[config.mk]
export PLATFORM = sky130hd
export DESIGN_NAME = rgb565_hue_rain_counter
export DESIGN_NICKNAME = d
export VERILOG_FILES = /design/src/rtl/rgbhue_pkg.sv /design/src/rtl/rgb565_hue_rain_counter.sv /design/src/rtl/rgbhue_div.sv /design/src/rtl/rgbhue_ctrl.sv /design/src/rtl/rgbhue_dp.sv
export VERILOG_INCLUDE_DIRS = /design/src /design/src/rtl
export SDC_FILE = /design/constraint.sdc
export NUM_CORES = 1
export LEC_CHECK = 0
export BUFFER_PORTS_ARGS = -buffer_cell sky130_fd_sc_hd__buf_4
export CAP_MARGIN = 10
export CORE_ASPECT_RATIO = 0.7
export CORE_MARGIN = 2
export CORE_UTILIZATION = 55
export DETAILED_ROUTE_END_ITERATION = 6
export HOLD_SLACK_MARGIN = 0.02
export PLACE_DENSITY = 0.73
export SLEW_MARGIN = 5
export SYNTH_ARGS = -nofsm -noshare
export SYNTH_HDL_FRONTEND = slang
export SYNTH_SLANG_ARGS = --single-unit
[constraint.sdc]
create_clock -name clk_i -period 7.4 [get_ports clk_i]
set_input_delay 0.37 -clock clk_i [delete_from_list [all_inputs] [get_ports clk_i]]
set_output_delay 0.37 -clock clk_i [all_outputs]
set_load 0.01 [all_outputs]
[src/rtl/assert_macros.svh]
// Assertion helpers. They expect clk_i and rst_ni in the enclosing module.
`ifndef ASSERT_MACROS_SVH
`define ASSERT_MACROS_SVH

// The condition holds at every clock edge outside reset.
`define RGBHUE_ASSERT(label, cond) \
  label: assert property (@(posedge clk_i) disable iff (!rst_ni) (cond)) \
    else $error("rgbhue: assertion failed");

// The consequent holds in the same cycle as the antecedent.
`define RGBHUE_ASSERT_IMP(label, ante, cons) \
  label: assert property (@(posedge clk_i) disable iff (!rst_ni) (ante) |-> (cons)) \
    else $error("rgbhue: assertion failed");

// The consequent holds in the cycle after the antecedent.
`define RGBHUE_ASSERT_NXT(label, ante, cons) \
  label: assert property (@(posedge clk_i) disable iff (!rst_ni) (ante) |=> (cons)) \
    else $error("rgbhue: assertion failed");

`endif

[src/rtl/rgbhue_pkg.sv]
package rgbhue_pkg;

  localparam int unsigned MAX_PIXELS_DEFAULT = 262144;

  localparam int unsigned PIXEL_W   = 16;
  localparam int unsigned HUE_W     = 8;
  localparam int unsigned RCOUNT_W  = 19;
  localparam int unsigned PCT_W     = 7;
  localparam int unsigned THR_W     = 5;

  // Every quotient the block needs (hue offset, percentage) is below 128.
  localparam int unsigned Q_W       = 7;
  localparam int unsigned STEP_W    = 3;
  localparam logic [STEP_W-1:0] STEP_FIRST = STEP_W'(Q_W - 1);

  localparam logic [THR_W-1:0] GREY_THR_RESET = 5'd10;
  localparam logic [HUE_W-1:0] HUE_GREY       = 8'd255;
  localparam logic [8:0]       HUE_CIRCLE     = 9'd192;
  localparam logic [8:0]       HUE_BASE_RED   = 9'd0;
  localparam logic [8:0]       HUE_BASE_GREEN = 9'd64;
  localparam logic [8:0]       HUE_BASE_BLUE  = 9'd128;

  typedef struct packed {
    logic [PIXEL_W-1:0] pixel;
    logic               last_in_frame;
  } pix_in_t;

  typedef struct packed {
    logic [HUE_W-1:0]    hue;
    logic                is_rain;
    logic [RCOUNT_W-1:0] rain_count;
    logic [PCT_W-1:0]    cover_percent;
    logic                frame_done;
  } res_t;

  typedef struct packed {
    logic              capture;
    logic              cnt_update;
    logic              load_hue;
    logic              load_pct;
    logic              div_step;
    logic [STEP_W-1:0] step_idx;
    logic              hue_save;
    logic              out_load;
    logic              cnt_clear;
  } ctrl_cmd_t;

  typedef struct packed {
    logic last;
    logic out_free;
  } ctrl_sts_t;

endpackage

[src/rtl/rgb565_hue_rain_counter.sv]
// Each accepted pixel beat is decoded and divided for its hue, and on the last pixel
// of a frame also divided for the percentage, before its result beat is loaded.
// Pixels are taken one at a time: in_stall_o stays high until the result is loaded.
// The shared 7-step restoring divider runs for the hue, then for the percentage.
// Reset clears both frame counters, empties the result register, and sets the grey
// threshold to 10.
module rgb565_hue_rain_counter #(
  parameter int unsigned MAX_PIXELS = rgbhue_pkg::MAX_PIXELS_DEFAULT
) (
  input  logic                         clk_i,
  input  logic                         rst_ni,
  input  logic                         in_valid_i,
  output logic                         in_stall_o,
  input  rgbhue_pkg::pix_in_t          in_data_i,
  output logic                         out_valid_o,
  input  logic                         out_stall_i,
  output rgbhue_pkg::res_t             out_data_o,
  input  logic                         cfg_we_i,
  input  logic [rgbhue_pkg::THR_W-1:0] cfg_data_i
);

  rgbhue_pkg::ctrl_cmd_t cmd;
  rgbhue_pkg::ctrl_sts_t sts;

  rgbhue_ctrl u_ctrl (
    .clk_i      (clk_i),
    .rst_ni     (rst_ni),
    .in_valid_i (in_valid_i),
    .in_stall_o (in_stall_o),
    .sts_i      (sts),
    .cmd_o      (cmd)
  );

  rgbhue_dp #(
    .MAX_PIXELS(MAX_PIXELS)
  ) u_dp (
    .clk_i       (clk_i),
    .rst_ni      (rst_ni),
    .in_data_i   (in_data_i),
    .cfg_we_i    (cfg_we_i),
    .cfg_data_i  (cfg_data_i),
    .cmd_i       (cmd),
    .sts_o       (sts),
    .out_valid_o (out_valid_o),
    .out_stall_i (out_stall_i),
    .out_data_o  (out_data_o)
  );

endmodule

[src/rtl/rgbhue_div.sv]
module rgbhue_div #(
  parameter int unsigned DEN_W = 19
) (
  input  logic                             clk_i,
  input  logic                             load_i,
  input  logic                             step_i,
  input  logic [rgbhue_pkg::STEP_W-1:0]    step_idx_i,
  input  logic [DEN_W+rgbhue_pkg::Q_W-1:0] num_i,
  input  logic [DEN_W-1:0]                 den_i,
  output logic [rgbhue_pkg::Q_W-1:0]       quot_o
);

  localparam int unsigned DIV_W = DEN_W + rgbhue_pkg::Q_W;

  logic [DIV_W-1:0]             rem_q, rem_d;
  logic [DEN_W-1:0]             den_q;
  logic [rgbhue_pkg::Q_W-1:0]   quot_q, quot_d;
  logic [DIV_W-1:0]             den_sh;
  logic                         fits;

  // Restoring division, one quotient bit a beat from the top bit down.
  always_comb begin
    den_sh = DIV_W'(den_q) << step_idx_i;
    fits   = rem_q >= den_sh;
    rem_d  = rem_q;
    quot_d = quot_q;
    if (load_i) begin
      rem_d  = num_i;
      quot_d = '0;
    end else if (step_i) begin
      if (fits) begin
        rem_d = rem_q - den_sh;
      end
      quot_d[step_idx_i] = fits;
    end
  end

  always_ff @(posedge clk_i) begin
    rem_q  <= rem_d;
    quot_q <= quot_d;
    if (load_i) begin
      den_q <= den_i;
    end
  end

  assign quot_o = quot_q;

endmodule

[src/rtl/rgbhue_ctrl.sv]
`include "assert_macros.svh"

module rgbhue_ctrl (
  input  logic                   clk_i,
  input  logic                   rst_ni,
  input  logic                   in_valid_i,
  output logic                   in_stall_o,
  input  rgbhue_pkg::ctrl_sts_t  sts_i,
  output rgbhue_pkg::ctrl_cmd_t  cmd_o
);

  localparam logic [2:0] S_IDLE  = 3'd0;
  localparam logic [2:0] S_DEC   = 3'd1;
  localparam logic [2:0] S_HDIV  = 3'd2;
  localparam logic [2:0] S_HSAVE = 3'd3;
  localparam logic [2:0] S_PDIV  = 3'd4;
  localparam logic [2:0] S_FIN   = 3'd5;

  logic [2:0]                    state_q, state_d;
  logic [rgbhue_pkg::STEP_W-1:0] step_q, step_d;

  always_comb begin
    state_d = state_q;
    step_d  = step_q;
    cmd_o   = '0;
    cmd_o.step_idx = step_q;
    unique case (state_q)
      S_IDLE: begin
        if (in_valid_i) begin
          cmd_o.capture = 1'b1;
          state_d       = S_DEC;
        end
      end
      S_DEC: begin
        cmd_o.cnt_update = 1'b1;
        cmd_o.load_hue   = 1'b1;
        step_d           = rgbhue_pkg::STEP_FIRST;
        state_d          = S_HDIV;
      end
      S_HDIV: begin
        cmd_o.div_step = 1'b1;
        step_d         = step_q - 1'b1;
        if (step_q == '0) begin
          state_d = S_HSAVE;
        end
      end
      S_HSAVE: begin
        // The hue quotient is taken before the divider is reloaded for the percentage.
        cmd_o.hue_save = 1'b1;
        if (sts_i.last) begin
          cmd_o.load_pct = 1'b1;
          step_d         = rgbhue_pkg::STEP_FIRST;
          state_d        = S_PDIV;
        end else begin
          state_d = S_FIN;
        end
      end
      S_PDIV: begin
        cmd_o.div_step = 1'b1;
        step_d         = step_q - 1'b1;
        if (step_q == '0) begin
          state_d = S_FIN;
        end
      end
      S_FIN: begin
        if (sts_i.out_free) begin
          cmd_o.out_load  = 1'b1;
          cmd_o.cnt_clear = sts_i.last;
          state_d         = S_IDLE;
        end
      end
      default: begin
        state_d = S_IDLE;
      end
    endcase
  end

  always_ff @(posedge clk_i or negedge rst_ni) begin
    if (!rst_ni) begin
      state_q <= S_IDLE;
      step_q  <= '0;
    end else begin
      state_q <= state_d;
      step_q  <= step_d;
    end
  end

  assign in_stall_o = (state_q != S_IDLE);

  `RGBHUE_ASSERT_IMP(a_load_only_free, cmd_o.out_load, sts_i.out_free)
  `RGBHUE_ASSERT_NXT(a_hdiv_ends, (state_q == S_HDIV) && (step_q == '0), state_q == S_HSAVE)
  `RGBHUE_ASSERT_IMP(a_pct_on_last, cmd_o.load_pct || cmd_o.cnt_clear, sts_i.last)

endmodule

[src/rtl/rgbhue_dp.sv]
`include "assert_macros.svh"

module rgbhue_dp #(
  parameter int unsigned MAX_PIXELS = rgbhue_pkg::MAX_PIXELS_DEFAULT
) (
  input  logic                                clk_i,
  input  logic                                rst_ni,
  input  rgbhue_pkg::pix_in_t                 in_data_i,
  input  logic                                cfg_we_i,
  input  logic [rgbhue_pkg::THR_W-1:0]        cfg_data_i,
  input  rgbhue_pkg::ctrl_cmd_t               cmd_i,
  output rgbhue_pkg::ctrl_sts_t               sts_o,
  output logic                                out_valid_o,
  input  logic                                out_stall_i,
  output rgbhue_pkg::res_t                    out_data_o
);

  localparam int unsigned CNT_W = $clog2(MAX_PIXELS + 1);
  localparam int unsigned DEN_W = (CNT_W > 6) ? CNT_W : 6;
  localparam int unsigned DIV_W = DEN_W + rgbhue_pkg::Q_W;
  localparam logic [CNT_W-1:0] CNT_MAX = CNT_W'(MAX_PIXELS);

  logic [rgbhue_pkg::THR_W-1:0]  thr_q;
  logic [rgbhue_pkg::PIXEL_W-1:0] pix_q;
  logic                          last_q;
  logic                          grey_q, neg_q;
  logic [8:0]                    base_q;
  logic [rgbhue_pkg::HUE_W-1:0]  hue_q;
  logic [CNT_W-1:0]              rain_total_q, rain_total_d;
  logic [CNT_W-1:0]              pixel_total_q, pixel_total_d;
  logic                          out_valid_q;
  rgbhue_pkg::res_t              out_q;

  // Pixel decode.
  logic [4:0]        red, blue, grn_half, hi, lo, spread;
  logic [5:0]        grn;
  logic              grey;
  logic signed [7:0] diff;
  logic [7:0]        diff_abs;
  logic [8:0]        base;

  always_comb begin
    red      = pix_q[15:11];
    grn      = pix_q[10:5];
    blue     = pix_q[4:0];
    grn_half = grn[5:1];
    hi = (red > grn_half) ? ((red > blue) ? red : blue) : ((grn_half > blue) ? grn_half : blue);
    lo = (red < grn_half) ? ((red < blue) ? red : blue) : ((grn_half < blue) ? grn_half : blue);
    spread = hi - lo;
    grey   = (spread == '0) || (spread < thr_q);
    priority if (hi == red) begin
      diff = $signed({2'b00, grn}) - $signed({2'b00, blue, 1'b0});
      base = rgbhue_pkg::HUE_BASE_RED;
    end else if (hi == grn_half) begin
      diff = $signed({2'b00, blue, 1'b0}) - $signed({2'b00, red, 1'b0});
      base = rgbhue_pkg::HUE_BASE_GREEN;
    end else begin
      diff = $signed({2'b00, red, 1'b0}) - $signed({2'b00, grn});
      base = rgbhue_pkg::HUE_BASE_BLUE;
    end
    diff_abs = diff[7] ? 8'(-diff) : 8'(diff);
  end

  // Divider operands: the hue offset, or the rain share times 100.
  logic [DIV_W-1:0]            div_num;
  logic [DEN_W-1:0]            div_den;
  logic [DIV_W-1:0]            rain_wide;
  logic [rgbhue_pkg::Q_W-1:0]  quot;

  always_comb begin
    rain_wide = DIV_W'(rain_total_q);
    if (cmd_i.load_pct) begin
      div_num = (rain_wide << 6) + (rain_wide << 5) + (rain_wide << 2);
      div_den = DEN_W'(pixel_total_q);
    end else begin
      div_num = DIV_W'({diff_abs[6:0], 5'b00000});
      div_den = DEN_W'({spread, 1'b0});
    end
  end

  rgbhue_div #(
    .DEN_W(DEN_W)
  ) u_div (
    .clk_i      (clk_i),
    .load_i     (cmd_i.load_hue | cmd_i.load_pct),
    .step_i     (cmd_i.div_step),
    .step_idx_i (cmd_i.step_idx),
    .num_i      (div_num),
    .den_i      (div_den),
    .quot_o     (quot)
  );

  // Hue from the quotient, wrapped onto the circle.
  logic signed [8:0] quot_s, hue_raw;
  logic [8:0]        hue_wrap;

  always_comb begin
    quot_s  = $signed({2'b00, quot});
    hue_raw = neg_q ? ($signed(base_q) - quot_s) : ($signed(base_q) + quot_s);
    hue_wrap = 9'(hue_raw);
    if (hue_raw < 0) begin
      hue_wrap = 9'(hue_raw + $signed(rgbhue_pkg::HUE_CIRCLE));
    end else if (hue_wrap >= rgbhue_pkg::HUE_CIRCLE) begin
      hue_wrap = hue_wrap - rgbhue_pkg::HUE_CIRCLE;
    end
  end

  always_comb begin
    pixel_total_d = pixel_total_q;
    rain_total_d  = rain_total_q;
    if (cmd_i.cnt_clear) begin
      pixel_total_d = '0;
      rain_total_d  = '0;
    end else if (cmd_i.cnt_update) begin
      if (pixel_total_q < CNT_MAX) begin
        pixel_total_d = pixel_total_q + 1'b1;
      end
      if (!grey && (rain_total_q < CNT_MAX)) begin
        rain_total_d = rain_total_q + 1'b1;
      end
    end
  end

  logic [CNT_W+rgbhue_pkg::RCOUNT_W-1:0] rain_ext;
  assign rain_ext = {{rgbhue_pkg::RCOUNT_W{1'b0}}, rain_total_q};

  always_ff @(posedge clk_i or negedge rst_ni) begin
    if (!rst_ni) begin
      thr_q         <= rgbhue_pkg::GREY_THR_RESET;
      rain_total_q  <= '0;
      pixel_total_q <= '0;
      out_valid_q   <= 1'b0;
    end else begin
      if (cfg_we_i) begin
        thr_q <= cfg_data_i;
      end
      rain_total_q  <= rain_total_d;
      pixel_total_q <= pixel_total_d;
      if (cmd_i.out_load) begin
        out_valid_q <= 1'b1;
      end else if (!out_stall_i) begin
        out_valid_q <= 1'b0;
      end
    end
  end

  always_ff @(posedge clk_i) begin
    if (cmd_i.capture) begin
      pix_q  <= in_data_i.pixel;
      last_q <= in_data_i.last_in_frame;
    end
    if (cmd_i.load_hue) begin
      grey_q <= grey;
      neg_q  <= diff[7];
      base_q <= base;
    end
    if (cmd_i.hue_save) begin
      hue_q <= grey_q ? rgbhue_pkg::HUE_GREY : hue_wrap[7:0];
    end
    if (cmd_i.out_load) begin
      out_q.hue           <= hue_q;
      out_q.is_rain       <= (hue_q != rgbhue_pkg::HUE_GREY);
      out_q.rain_count    <= rain_ext[rgbhue_pkg::RCOUNT_W-1:0];
      out_q.cover_percent <= last_q ? quot : '0;
      out_q.frame_done    <= last_q;
    end
  end

  assign sts_o.last     = last_q;
  assign sts_o.out_free = !out_valid_q || !out_stall_i;
  assign out_valid_o    = out_valid_q;
  assign out_data_o     = out_q;

  `RGBHUE_ASSERT(a_rain_le_pix, rain_total_q <= pixel_total_q)
  `RGBHUE_ASSERT_IMP(a_hue_on_circle, out_valid_q && out_q.is_rain,
                     out_q.hue < rgbhue_pkg::HUE_CIRCLE[7:0])

endmodule

==> impl_results.md, run 1 <==
* Clk slew on worst S/H paths at roughly 0.070 ns
* Top-area cell type share of the netlist area at approximately 28%
* Critical path's slowest cell: or4_1
* Worst Tran Pin Value at 0.9240 ns
* CP arrival at around 6 ns
* Crit path cell chain: inv_1 > ha_1 > nand3b_1 > nand2_1 > a221oi_2 > mux2i_1 > a221oi_4 > ha_1 > a21oi_1 > inv_1 > or4_1 > nand2_1 > inv_1 > ha_1 > o21ai_0 > nand2b_1 > a21oi_1 > a21oi_4 > nand3_2 > or4_1 > a21oi_1
* Cells after Synth at around 1200
* Worst Slack Setup Final at about 1.7 ns
* DPL Wire Length at ~22000 µm
* Syn Area/Cell at 9.904 µm²
* Starting DRT DRC Count at 728
* Die footprint at between 20000 and 25000 µm²
* RSZ-0062 raised after global routing: false
* Synth cell types at 79
* Row cnt at 45
* RePlAce Congestion at 0.9077
* Die Width at 180.1 µm
* Synth Area in XOR/XNOR at 6.595%
* Boundary Pins at 65
* First-pass GRT wire length at 48440 µm
* Ranking of synthesized cells by area: edfxtp_1 (28%), ha_1 (11%), dfrtp_1 (10%), a21oi_1 (4.0%), fa_1 (3.5%)
* Max Cap Viol at 0
* Die height at 127.2 µm
* Synth cell count leaders: edfxtp_1 (110), ha_1 (103), nand2_1 (103)
* Via count at about 9400
* Final wirelength at around 30000 µm
* # H-tree levels at 4
* Routed Antenna Nets at 0
* Final hold slack at a little under 0.1 ns
* Setup TNS at 0 ns
* CP Buf/Inv Count at 3
* Max transition margin at around two fifths
* FMAX at 0.1745 GHz
* Final Skew at 0.02078 ns
* Initial core utilization at approximately 55%
* Max Slew Vio Count at 0
* Total track usage at 26.83%
* # clock sinks at around 170
* Final Hold Fails at 0
* Fin nets at 1411
* Cell with the most instances after synthesis: edfxtp_1
* Post-synth ARST share at 29.94%
* Layout cell share with drive strength beyond 1 at 11.78%
* Synth Area in Adders at 14.32%
* Compound-gate portion of the synthesized area at roughly 16%
* CP peak stage delay at between 0.6 and 0.7 ns
* Multi-input gate area at roughly 6800 µm²
* # port buffers at 64
* Post-CTS setup buffers at 0
* Clock root buffer: clkbuf_16
* Period minus WS final at around 5.7 ns
* Period utilization at 77.43%
* Initial antenna violation count at 1
* Largest family of logic cells by synthesized area: simple AND/OR/NAND/NOR gates
* Cell Area, Synth at around 12000 µm²
* Fill cells at approximately 1800
* EDFF count, synth at 110
* Ys flop type: edfxtp_1
* Longest Clk Path Bufs at 2
* Crit path launch type: register
* # DRC at 0
* Synth Register Bits at 167
* CP Capture Type: register
* Critical Path RT at 7.77 ns
* Post-synthesis mux area share at under 10%
* Hold WC Path Type: primary input to register
* GRT overflow at 0
* Yosys warns at 0
* Pre-CTS WS at 1.779 ns
* TritonCTS clock tree: yes
* Critical path class: register to register
* DP Area at 12720 µm²
* Reg area at 4697 µm²
* Largest fanout on the critical path at 17
* Drt via density at 6.053
* CP delay by family, top: simple AND/OR/NAND/NOR gates
* Setup-failing EPs final at 0
* Simple-Gate Fraction of Synth Area at 15.77%
* Syn_nets at 1356
* Number of clock buffers inserted by TritonCTS at 17
* Average wire per standard cell at between 15 and 20 µm
* Area Overhead vs Synth at 11.92%
* Drt pass-1 iters at 7
* Register area share after synthesis at 39.36%
* Largest net degree at the start of global routing at 51
* Outcome: completed
* Clock Latency Late Sink at 0.45 ns
* Placeable Area at 21510 µm²
* Fin area at 13360 µm²
* Vias in the first global route at 9108
* Yosys top cell by area: edfxtp_1
[kinds of logic after synthesis]
| logic type | after synthesis |
|---|---|
| AO/OA/AOI/OAI | 295 |
| XOR/XNOR | 89 |
| adder cells (fa/ha/maj) | 124 |
| buffers and inverters | 108 |
| flip-flops | 167 |
| multiplexers | 48 |
| AND/OR/NAND/NOR | 374 |
[metrics by stage]
stage / util, % / std cells
after global placement: 59.12 / 1522
after CTS: 62.09 / 1555
after detailed placement: 59.12 / 1522
after global routing: 62.09 / 1555
final: 62.10 / 1556
after floorplan: - / 1205
[flip-flops by register name (all words and copies together) (netlist names), 2 cells and up]
signal / count
u_dp.out_data_o: 36
u_dp.u_div.rem_q: 26
u_dp.pixel_total_q: 19
u_dp.pix_q: 16
u_ctrl.step_q: 3
u_dp.rain_total_q: 19
u_dp.u_div.quot_o: 7
u_dp.thr_q: 5
u_dp.hue_q: 8
u_dp.u_div.den_q: 19
u_ctrl.state_q: 3
u_dp.base_q: 2
[worst register-to-register path: stages, from the launching register on]
cell and delay (ns):
edfxtp_1 0.50, inv_1 0.28, ha_1 0.33, nand3b_1 0.11
nand2_1 0.08, a221oi_2 0.45, mux2i_1 0.34, a221oi_4 0.46
ha_1 0.31, a21oi_1 0.14, inv_1 0.09, or4_1 0.56
nand2_1 0.13, inv_1 0.05, ha_1 0.25, o21ai_0 0.07
nand2b_1 0.07, a21oi_1 0.11, a21oi_4 0.22, nand3_2 0.33
or4_1 0.61, a21oi_1 0.15
[routing by layer]
layer	routed length (µm)	track usage [%]	vias to the layer above
li1	-	-	4499
met3	2030	5.844	40
met4	581	7.970	0
met1	14060	39.80	4541
met2	13020	39.60	338
met5	0	0	-
[what timing repair did]
action	4_1_cts	5_1_grt
endpoints found under the hold margin	48	0
resized for setup	0	0
hold buffers	1	0
[placed cells by master (no fill, tap or decap), drive strengths merged, types with 19 or more instances in the layout]
master,n
edfxtp,110
nand2,103
ha,103
a21oi,97
nor2,84
buf,76
inv,74
o21ai,64
dfrtp,48
xor2,45
xnor2,44
mux2i,34
a21o,25
nor2b,25
nand3,22
nor3,21
fa,21
and3,20
clkbuf,19
[final timing paths]
| path | startpoint | endpoint | slack [ns] | cells after the start |
|---|---|---|---|---|
| max | u_dp.pix_q[1]$_DFFE_PP_ | u_dp.rain_total_q[12]$_DFFE_PN0P_ | 1.67 | 21 |
| min | in_data_i[0] | u_dp.last_q$_DFFE_PP_ | 0.1 | 1 |
| max reg2reg | u_dp.pix_q[1]$_DFFE_PP_ | u_dp.rain_total_q[12]$_DFFE_PN0P_ | 1.67 | 21 |
| min reg2reg | u_dp.hue_q[0]$_SDFFCE_PP1N_ | u_dp.out_data_o[28]$_DFFE_PP_ | 0.45 | 0 |
| max in group asynchronous | rst_ni | u_dp.rain_total_q[10]$_DFFE_PN0P_ | 6.41 | 2 |
| min in group asynchronous | rst_ni | u_ctrl.step_q[1]$_DFFE_PN0P_ | 0.50 | 2 |
[area by class of cell]
| type | count | share of cell area [%] |
|---|---|---|
| multi-input cells | 930 | 51.24 |
| flip-flops and latches | 167 | 35.17 |
| repair buffers | 77 | 4.347 |
| clock buffers | 19 | 3.560 |
| well taps | 282 | 2.642 |
| inverters | 67 | 1.883 |
| clock inverters | 13 | 1.143 |
| diodes | 1 | 0.01874 |
Power of run 1 is not shown: default switching activity piles up to over one toggle a cycle in this logic, so the estimate is an artifact.
==> inputs of run 2 (changes only) <==
PLACE_DENSITY = 0.76   (was 0.73)
clock period = 4.8 ns   (was 7.4 ns; I/O delays follow)
==> run 2 against run 1 <==
Effect of this change:
- the flow now finishes with violations (negative setup slack)
- critical path depth increased by 2
- clock skew decreased by 0.011 ns
- via count increased by 6.4%
- die area unchanged
- worst hold slack got worse by 0.050 ns
- critical endpoint is now u_dp.rain_total_q[14]$_DFFE_PN0P_
- highest routed layer unchanged
==> impl_results.md, run 2 (synthesized netlist as in run 1, its figures left out) <==
* Outcome: finished, violations left
* Failing checks: negative setup slack
* Pre-CTS WS at -0.04585 ns (-1.824 ns)
* Worst R2R Setup Slack at -0.02 ns (-1.69 ns)
* Boundary Pins at 65 (unchanged)
* Period minus WS final at 4.824 ns (-0.9056 ns)
* Vias in the first global route at 9365 (+2.8%)
* Multi-input gate area at 7172 µm² (+4.8%)
* Reg-to-reg critical path startpoint: u_dp.pix_q[13]$_DFFE_PP_
* Crit path launch type: register
* Routed Antenna Nets at 0 (unchanged)
* Met2 usage at 40.23% (+0.63 points)
* Met3 usage at 6.784% (+0.94 points)
* Total track usage at 27.54% (+0.70 points)
* RSZ-0062 raised after global routing: true
* # clock sinks at 167 (unchanged)
* Hold Crit Start: out_stall_i
* Area Overhead vs Synth at 22.25%
* Hold depth at 3 (+2)
* Period utilization at 100.5% (+23 points)
* Number of clock buffers inserted by TritonCTS at 17 (unchanged)
* Die footprint at 22910 µm² (unchanged)
* Drt via density at 5.987 (-1.1%)
* FMAX at 0.2073 GHz (+19%)
* Layout cell share with drive strength beyond 1 at 21.19% (+9.4 points)
* Commonest non-fill, non-tap cell in the layout: buf_4
* # DRC at 0 (unchanged)
* Clk slew on worst S/H paths at 0.07 ns (about the same)
* Ant. Diodes at 0 (-1)
* Via count at 10020 (+6.4%)
* Setup TNS at -0.02445 ns (-0.02445 ns)
* CP arrival at 5.16 ns (-0.94 ns)
* DP Cell Count at 1598 (+5.0%)
* Placeable Area at 21510 µm² (unchanged)
* Final Skew at 0.009757 ns (-0.01102 ns)
* # port buffers at 64 (unchanged)
* Row cnt at 45 (unchanged)
* Max transition margin at 37.23% (-1.2 points)
* Longest Clk Path Bufs at 2 (unchanged)
* Largest net degree at the start of global routing at 51 (unchanged)
* Die height at 127.2 µm (unchanged)
* Fill cells at 1636 (-8.9%)
* Final Hold Fails at 0 (unchanged)
* Initial core utilization at 55.49% (unchanged)
* GRT overflow at 0 (unchanged)
* DPL Wire Length at 22910 µm (+5.1%)
* Worst Slack Setup Final at -0.02445 ns (-1.694 ns)
* Setup-failing EPs final at 1 (+1)
* Average wire per standard cell at 18.81 µm (-1.5%)
* Clock root buffer: clkbuf_16
* R2r endpoint: u_dp.rain_total_q[14]$_DFFE_PN0P_
* Grt peak-use layer: met1
* Initial antenna violation count at 0 (-1)
* Critical path class: register to register
* Reg area at 4698 µm² (about the same)
* Most frequent cells in the layout: buf_4 (163), edfxtp_1 (110), nand2_1 (99)
* Final wirelength at 31480 µm (+6.0%)
* Drt pass-1 iters at 7 (unchanged)
* First-pass GRT wire length at 49420 µm (+2.0%)
* Clock Latency Late Sink at 0.45 ns (about the same)
* Critical Path RT at 5.13 ns (-2.64 ns)
* Max Cap Viol at 0 (unchanged)
* Met1 usage in global routing at 41.22% (+1.4 points)
* Worst Tran Pin Value at 0.9179 ns (-0.006081 ns)
* R2R depth at 23 (+9.5%)
* Post-Layout Cell Count at 1674 (+7.6%)
* Starting DRT DRC Count at 882 (+21%)
* Hold WC Path Type: primary input to register
* Die Width at 180.1 µm (unchanged)
* Hold EP: u_dp.out_valid_o$_DFFE_PN0P_
* Max reg flops at 36 (unchanged)
* Largest fanout on the critical path at 5 (-12)
* Fin nets at 1530 (+8.4%)
* # H-tree levels at 4 (unchanged)
* RePlAce Congestion at 0.9611 (+5.9%)
* Max Slew Vio Count at 0 (unchanged)
* TritonCTS clock tree: yes
* CP Capture Type: register
## run 2: layout make-up
class                   count  area share (%)
clock inverters            13          0.6775
well taps                 282           2.419
inverters                  67           1.724
clock buffers              19           2.967
repair buffers            196           10.85
multi-input cells         930           49.16
flip-flops and latches    167           32.20
## run 2: per-stage QoR
step                hold WS [ns]  utilization [%]  instance area, µm²
floorplan               -0.05559                -               12020
global placement          0.3306            62.21               13380
detailed placement        0.3299            62.21               13380
CTS                      0.04289            66.50               14300
global route             0.06669            67.83               14590
finish                   0.04781            67.83               14590
## run 2: how the worst max path moves through the flow
stage / startpoint / cells past startpoint / endpoint
finish: u_dp.pix_q[13]$_DFFE_PP_ / 23 / u_dp.rain_total_q[14]$_DFFE_PN0P_
global route: u_dp.pix_q[10]$_DFFE_PP_ / 24 / u_dp.rain_total_q[14]$_DFFE_PN0P_
CTS: u_dp.pix_q[15]$_DFFE_PP_ / 22 / u_dp.rain_total_q[10]$_DFFE_PN0P_
detailed placement: u_dp.pix_q[7]$_DFFE_PP_ / 23 / u_dp.rain_total_q[9]$_DFFE_PN0P_
global placement: u_dp.pix_q[7]$_DFFE_PP_ / 20 / u_dp.rain_total_q[12]$_DFFE_PN0P_
floorplan: u_dp.pix_q[1]$_DFFE_PP_ / 22 / u_dp.rain_total_q[12]$_DFFE_PN0P_
## run 2: per-layer routing
metal / vias to the layer above / wire [µm]
li1: 4752 / -
met1: 4842 / 14960
met2: 386 / 13500
met3: 42 / 2529
met4: 0 / 497
met5: - / 0
## run 2: what timing repair did
item / CTS / global route
gates cloned: 0 / 0
hold buffers: 24 / 0
buffers inserted: 8 / 12
gates resized for setup: 17 / 45
endpoints found under the hold margin: 70 / 0
setup endpoints to repair: 15 / 47
pin swaps: 7 / 30
## run 2: worst max-delay path, cell delays in order (launching register included)
cell and delay [ns]:
edfxtp_1 0.41, buf_6 0.14, ha_4 0.27, and4_4 0.22
nor2b_4 0.16, o21ai_1 0.16, nor2_2 0.24, nand2_4 0.12
buf_4 0.17, o221ai_2 0.17, ha_2 0.24, and4bb_2 0.25
or4_4 0.54, nand2_4 0.08, inv_2 0.04, ha_4 0.25
o21ai_2 0.05, nand2b_1 0.12, a21oi_4 0.09, a21oi_4 0.20
nand4_4 0.15, buf_6 0.16, o31a_1 0.27, o21a_1 0.18
Power of run 2 is left out for the same reason.
